<file path="src/sv/mexp_pkg.sv">
// Package for the modular exponentiation unit: field widths, reset values,
// register indexes and the sequencer state type. No dependencies.
package mexp_pkg;

	localparam int FIELD_W           = 32;
	localparam int ADDR_W            = 3;
	localparam int OPERAND_BITS_DEF  = 32;
	localparam int EXPONENT_BITS_DEF = 32;

	localparam logic [FIELD_W-1:0] MODULUS_RESET   = 32'd2147483647;
	localparam logic [FIELD_W-1:0] GENERATOR_RESET = 32'd5;

	// register index, taken from paddr[2]
	localparam logic REG_MODULUS   = 1'b0;
	localparam logic REG_GENERATOR = 1'b1;

	typedef enum logic [2:0] {
		ST_IDLE,
		ST_REDUCE,
		ST_MUL,
		ST_SQR,
		ST_DONE
	} mexp_state_t;

endpackage

</file>
<file path="src/sv/modular_exponentiation_key_agreement_unit.sv">
// Sequencing: when modulus or exponent is zero the request goes straight to the done
//   state; else the base is reduced, then the exponent is walked with multiplies and squares.
// Throughput: one request at a time; the bit-serial modular multiplier (one multiplier
//   bit per cycle) sets it.
// Reset (arst_n low, asynchronous): sequencer idle, no result pending, modulus and
//   generator back to 2147483647 and 5.
module modular_exponentiation_key_agreement_unit
	import mexp_pkg::*;
#(
	parameter int OPERAND_BITS  = OPERAND_BITS_DEF,
	parameter int EXPONENT_BITS = EXPONENT_BITS_DEF
) (
	input  logic               clk,
	input  logic               arst_n,
	// configuration port
	input  logic               psel,
	input  logic               penable,
	input  logic               pwrite,
	input  logic [ADDR_W-1:0]  paddr,
	input  logic [FIELD_W-1:0] pwdata,
	output logic [FIELD_W-1:0] prdata,
	output logic               pready,
	// request channel
	input  logic               in_valid,
	output logic               in_stall,
	input  logic               cmd,
	input  logic [FIELD_W-1:0] exponent,
	input  logic [FIELD_W-1:0] peer_public,
	// result channel
	output logic               out_valid,
	input  logic               out_stall,
	output logic [FIELD_W-1:0] power_result
);

	localparam int N     = OPERAND_BITS;
	// exponent bits above the field width are always zero
	localparam int EW    = (EXPONENT_BITS < FIELD_W) ? EXPONENT_BITS : FIELD_W;
	localparam int CNT_W = $clog2(N);
	localparam logic [CNT_W-1:0] CNT_LAST = CNT_W'(N - 1);

	mexp_state_t      state_q, state_d;
	logic [N-1:0]     mod_q, gen_q;
	logic [N-1:0]     acc_q, base_q, r_q, a_q, res_q;
	logic [EW-1:0]    exp_q;
	logic [CNT_W-1:0] cnt_q;
	logic             out_valid_q;

	logic             cfg_wr;
	logic             accept_in;
	logic             out_free;
	logic             out_load;
	logic             stepping;
	logic             op_last;
	logic             a_bit;
	logic [N-1:0]     addend;
	logic [N+1:0]     t_sum, m1, m2, step_w;
	logic [N-1:0]     step_r;
	logic [N-1:0]     base_sel;
	logic [EW-1:0]    exp_in;

	// ---------------------------------------------------------------
	// Configuration registers. paddr[1:0] is the byte offset inside a
	// word and takes no part in decoding; pready is always high.
	// ---------------------------------------------------------------
	assign pready = 1'b1;
	assign cfg_wr = psel && penable && pwrite;

	always_ff @(posedge clk or negedge arst_n) begin
		if (!arst_n) begin
			mod_q <= MODULUS_RESET[N-1:0];
			gen_q <= GENERATOR_RESET[N-1:0];
		end else if (cfg_wr) begin
			unique case (paddr[2])
				REG_MODULUS:   mod_q <= pwdata[N-1:0];
				REG_GENERATOR: gen_q <= pwdata[N-1:0];
				default:       ;
			endcase
		end
	end

	always_comb begin
		unique case (paddr[2])
			REG_MODULUS:   prdata = FIELD_W'(mod_q);
			REG_GENERATOR: prdata = FIELD_W'(gen_q);
			default:       prdata = '0;
		endcase
	end

	// ---------------------------------------------------------------
	// Bit-serial modular multiplier: r = (2r + addend) mod m, one bit of
	// the multiplier (a_q, MSB first) per cycle. With r < m and the addend
	// below m, the sum stays below 3m, so one of t, t-m, t-2m is the
	// result. During base reduction the addend is the raw base bit itself.
	// ---------------------------------------------------------------
	assign a_bit  = a_q[N-1];
	assign addend = (state_q == ST_REDUCE) ? N'(a_bit) : (a_bit ? base_q : '0);
	assign t_sum  = {1'b0, r_q, 1'b0} + {2'b00, addend};
	assign m1     = {2'b00, mod_q};
	assign m2     = {1'b0, mod_q, 1'b0};

	always_comb begin
		if (t_sum >= m2) begin
			step_w = t_sum - m2;
		end else if (t_sum >= m1) begin
			step_w = t_sum - m1;
		end else begin
			step_w = t_sum;
		end
	end

	assign step_r  = step_w[N-1:0];
	assign op_last = (cnt_q == CNT_LAST);

	// ---------------------------------------------------------------
	// Request decode: pick the base and keep the usable exponent bits.
	// ---------------------------------------------------------------
	assign base_sel  = cmd ? peer_public[N-1:0] : gen_q;
	assign exp_in    = exponent[EW-1:0];
	assign accept_in = in_valid && !in_stall;
	assign out_free  = !out_valid_q || !out_stall;

	// ---------------------------------------------------------------
	// Sequencer: reduce the base, then walk the exponent LSB first,
	// multiplying on a set bit and squaring while higher bits remain.
	// ---------------------------------------------------------------
	always_comb begin
		state_d = state_q;
		unique case (state_q)
			ST_IDLE: begin
				if (accept_in) begin
					// zero modulus or zero exponent: result is known at once
					if ((mod_q == '0) || (exp_in == '0)) begin
						state_d = ST_DONE;
					end else begin
						state_d = ST_REDUCE;
					end
				end
			end
			ST_REDUCE: begin
				if (op_last) begin
					state_d = exp_q[0] ? ST_MUL : ST_SQR;
				end
			end
			ST_MUL: begin
				if (op_last) begin
					// skip the final square once no higher bit is left
					state_d = (exp_q[EW-1:1] == '0) ? ST_DONE : ST_SQR;
				end
			end
			ST_SQR: begin
				if (op_last) begin
					state_d = exp_q[1] ? ST_MUL : ST_SQR;
				end
			end
			ST_DONE: begin
				if (out_free) begin
					state_d = ST_IDLE;
				end
			end
			default: state_d = ST_IDLE;
		endcase
	end

	always_comb begin
		in_stall = 1'b1;
		stepping = 1'b0;
		out_load = 1'b0;
		unique case (state_q) inside
			ST_IDLE:                    in_stall = 1'b0;
			ST_REDUCE, ST_MUL, ST_SQR:  stepping = 1'b1;
			ST_DONE:                    out_load = out_free;
			default:                    in_stall = 1'b1;
		endcase
	end

	always_ff @(posedge clk or negedge arst_n) begin
		if (!arst_n) begin
			state_q     <= ST_IDLE;
			cnt_q       <= '0;
			out_valid_q <= 1'b0;
		end else begin
			state_q <= state_d;
			if (accept_in || (stepping && op_last)) begin
				cnt_q <= '0;
			end else if (stepping) begin
				cnt_q <= cnt_q + 1'b1;
			end
			if (out_load) begin
				out_valid_q <= 1'b1;
			end else if (!out_stall) begin
				out_valid_q <= 1'b0;
			end
		end
	end

	// ---------------------------------------------------------------
	// Datapath registers: shift the multiplier operand, accumulate the
	// partial remainder, and at the end of each pass load the next one.
	// ---------------------------------------------------------------
	always_ff @(posedge clk) begin
		unique case (state_q)
			ST_IDLE: begin
				if (accept_in) begin
					exp_q <= exp_in;
					a_q   <= base_sel;
					r_q   <= '0;
					acc_q <= (mod_q == '0) ? '0 : N'(1);
				end
			end
			ST_REDUCE: begin
				if (op_last) begin
					base_q <= step_r;
					r_q    <= '0;
					a_q    <= exp_q[0] ? acc_q : step_r;
				end else begin
					r_q <= step_r;
					a_q <= a_q << 1;
				end
			end
			ST_MUL: begin
				if (op_last) begin
					acc_q <= step_r;
					r_q   <= '0;
					a_q   <= base_q;
				end else begin
					r_q <= step_r;
					a_q <= a_q << 1;
				end
			end
			ST_SQR: begin
				if (op_last) begin
					base_q <= step_r;
					exp_q  <= exp_q >> 1;
					r_q    <= '0;
					a_q    <= exp_q[1] ? acc_q : step_r;
				end else begin
					r_q <= step_r;
					a_q <= a_q << 1;
				end
			end
			ST_DONE: begin
				if (out_load) begin
					res_q <= acc_q;
				end
			end
			default: ;
		endcase
	end

	assign out_valid    = out_valid_q;
	assign power_result = FIELD_W'(res_q);

endmodule

</file>
<file path="config.mk">
export PLATFORM = sky130hd
export DESIGN_NAME = modular_exponentiation_key_agreement_unit
export DESIGN_NICKNAME = d
export VERILOG_FILES = /design/src/sv/mexp_pkg.sv /design/src/sv/modular_exponentiation_key_agreement_unit.sv
export SDC_FILE = /design/constraint.sdc
export NUM_CORES = 1
export LEC_CHECK = 0
export BUFFER_PORTS_ARGS = -buffer_cell sky130_fd_sc_hd__buf_2
export CAP_MARGIN = 20
export CORE_ASPECT_RATIO = 0.6
export CORE_MARGIN = 4
export CORE_UTILIZATION = 40
export DETAILED_ROUTE_END_ITERATION = 6
export SLEW_MARGIN = 20
export SYNTH_ARGS = -nofsm -noshare
export SYNTH_HDL_FRONTEND = slang
export SYNTH_SLANG_ARGS = --single-unit
</file>
<file path="constraint.sdc">
create_clock -name clk -period 17.9 [get_ports clk]
set_input_delay 0.895 -clock clk [delete_from_list [all_inputs] [get_ports clk]]
set_output_delay 0.895 -clock clk [all_outputs]
set_load 0.005 [all_outputs]
</file>
==> flow_summary.json <==
{
  "outcome": "finished clean",
  "clkSinkCount": 265,
  "worstMarginPinSlew_ns": 1.153,
  "clock_path_buffers": 3,
  "crit_path_top_delay_cell": "a211oi_1",
  "io_pins": 174,
  "ctsHtreeMaxLevel": 1,
  "wl_um": 57290,
  "synth_seq_cells": 265,
  "finalSetupViolations": 0,
  "period_minus_slack_ns": 9.396,
  "overflow": 0,
  "n_fill_cell": 4304,
  "grt_usage": 0.2310,
  "cpPeakStageDelay_ns": 0.92,
  "synth_area_leader_cell": "edfxtp_1",
  "syn_avg_cell_area_um2": 9.697,
  "grt_max_degree": 66,
  "die_x_um": 282.7,
  "dieArea_um2": 48840,
  "cp.required_ns": 18.19,
  "grt_pass1_vias": 14750,
  "cts_root_buf": "clkbuf_16",
  "ant_nets": 0,
  "cts_hold_buf": 0,
  "wl_per_cell_um": 21.93,
  "rsz0062_at_grt": "false",
  "synth_cell_types": 78,
  "synth_edf_count": 192,
  "final_cell_mix": "192 x edfxtp_1, 169 x nand2_1, 168 x buf_2",
  "port_buffers": 170,
  "min_path_type": "in2async",
  "post_cts_resized": 0,
  "cts_tree": "built",
  "num-nets-final": 2209,
  "via_count": 15300,
  "viasPerCell": 5.856,
  "hold_viol": 0,
  "dp_hpwl_um": 44720,
  "clk-insertion-delay-late_ns": 0.57,
  "drv_slew": 0,
  "r2r-start": "state_q[2]",
  "place_ws_ns": 8.928,
  "reg2regPathDepth": 27,
  "drc": 0,
  "timing.fmax_mhz": 106.4,
  "postCtsSetupBuffers": 0,
  "grt_pass1_wl_um": 88690,
  "clkSlewWorstSetupHoldPaths_ns": 0.07,
  "drive_gt1_frac": 0.2007,
  "rows": 60,
  "slew_headroom": 0.2269,
  "clock-skew-final_ns": 0.01409,
  "r2r_end": "acc_q[17]",
  "cts_made_buffers": 28,
  "firstDrtPassIters": 5,
  "worst_slack_ns": 8.504,
  "core_um2": 44740,
  "crit_arrival_ns": 9.69,
  "netlist_area_um2": 18100,
  "crit_fanout": 18,
  "synthCells": 1867,
  "die_h_um": 172.8,
  "yosysTopAreaCellShare": 0.3185,
  "synth_nets": 2074,
  "ys_warn_count": 0,
  "synth_flop_cell": "edfxtp_1",
  "startpoint_type": "flop",
  "gp_congestion": 0.9888,
  "criticalPathCategory": "reg2reg",
  "first_iter_violations": 1276,
  "cap_violations": 0,
  "final_common_cell": "edfxtp_1",
  "synth-seq-area-share": 0.4217,
  "finalSetupTns_ns": 0,
  "r2r_slack_ns": 8.50,
  "critPathCaptureType": "flop",
  "async_flop_share": 0.2755,
  "start_util": 0.4046,
  "area_growth_pct": 13.42,
  "synthTopCellsByArea": "edfxtp_1 32%, ha_1 6.7%, mux2_2 6.5%, dfrtp_1 5.5%, dfstp_2 4.8%",
  "antenna_found_initial": 1,
  "period_share": 0.5249
}
worst max path at each step:
| stage | startpoint | to | slack, ns | cells after the start |
|---|---|---|---|---|
| CTS | state_q[2] | acc_q[17] | 8.82 | 28 |
| global placement | state_q[2] | acc_q[17] | 9.07 | 28 |
| detailed placement | state_q[2] | acc_q[17] | 8.93 | 28 |
| floorplan | state_q[2] | a_q[28] | 11.88 | 28 |
| global route | state_q[2] | acc_q[17] | 7.91 | 26 |
| finish | state_q[2] | acc_q[17] | 8.50 | 27 |
per-layer routing:
layer	up-vias	track usage	part of all wire
met2	490	0.3384	0.42
met5	-	0	0
met1	7525	0.3543	0.48
met3	77	0.04453	0.078
met4	0	0.04657	0.022
li1	7210	-	-
worst max-delay path: cells and delay by family, from the launching register on:
kind,cells,cell delay (ns)
and+or+nand+nor,10,2.58
AOI/OAI and AO/OA,9,3.38
adders and majority gates,2,0.70
DFF,1,0.66
buffers and inverters,4,1.23
muxes,1,0.38
xor gates and xnor gates,1,0.15
cells by family (layout without fill, tap and decap cells):
family,count (synthesis),count (layout),synth area share
AND/OR/NAND/NOR,577,577,0.1543
AO/OA/AOI/OAI,498,498,0.1841
flip-flops,265,265,0.4217
buffers and inverters,201,357,0.04292
multiplexers,150,150,0.09019
adder cells (fa/ha/maj),100,100,0.07036
XOR/XNOR,75,75,0.03628
other,1,2,0.0002071
state kept, by name, summed over array words and instances (netlist names):
register	cells
acc_q	32
base_q	32
a_q	32
power_result	32
gen_q	32
state_q	3
mod_q	32
out_valid	1
cnt_q	5
r_q	32
exp_q	32
synthesized netlist by cell type (6+ instances only):
| cell | n |
|---|---|
| buf_1 | 9 |
| a21boi_0 | 6 |
| o41ai_1 | 6 |
| dfstp_2 | 33 |
| nor2b_1 | 13 |
| o21bai_1 | 9 |
| xor2_1 | 20 |
| nand2_1 | 169 |
| a211o_1 | 7 |
| dfrtp_1 | 40 |
| nor3_1 | 36 |
| a311oi_1 | 7 |
| and4_1 | 9 |
| a21o_1 | 39 |
| nand3_1 | 35 |
| a221o_1 | 7 |
| o211ai_1 | 7 |
| a211oi_1 | 15 |
| nor4_1 | 29 |
| inv_1 | 108 |
| or3_1 | 8 |
| nor2_1 | 146 |
| nand4_1 | 22 |
| edfxtp_1 | 192 |
| and2_1 | 44 |
| a221oi_1 | 29 |
| a31oi_1 | 20 |
| clkbuf_1 | 72 |
| or2_2 | 6 |
| o21a_1 | 19 |
| a21oi_1 | 111 |
| buf_2 | 9 |
| o21ai_1 | 8 |
| o22a_1 | 6 |
| o31a_1 | 7 |
| mux2_2 | 105 |
| xnor2_1 | 55 |
| nand2b_1 | 22 |
| mux2i_1 | 45 |
| o21ai_0 | 123 |
| o31ai_1 | 23 |
| and3_1 | 23 |
| o311a_1 | 6 |
| ha_1 | 97 |
final cells by class:
class	count	area [µm²]	share of cell area
multi-input cells	1401	9719	0.4733
inverters	109	409.1	0.01993
flip-flops and latches	265	7634	0.3718
clock buffers	36	775.7	0.03778
repair buffers	197	1079	0.05253
clock inverters	15	177.7	0.008653
diodes	1	2.502	0.0001219
well taps	589	737.0	0.03589
stage by stage:
stage | util | instance area [µm²] | hold slack [ns] | instances
after floorplan | - | 18100 | 0.4261 | 1867
after global placement | 0.4369 | 19550 | 0.4658 | 2560
after detailed placement | 0.4369 | 19550 | 0.4552 | 2560
after CTS | 0.4582 | 20500 | 0.1294 | 2611
after global routing | 0.4589 | 20530 | 0.1423 | 2612
final | 0.4589 | 20530 | 0.1578 | 2613
Power is not shown: default switching activity piles up to over one toggle a cycle in this logic, so the estimate is an artifact.
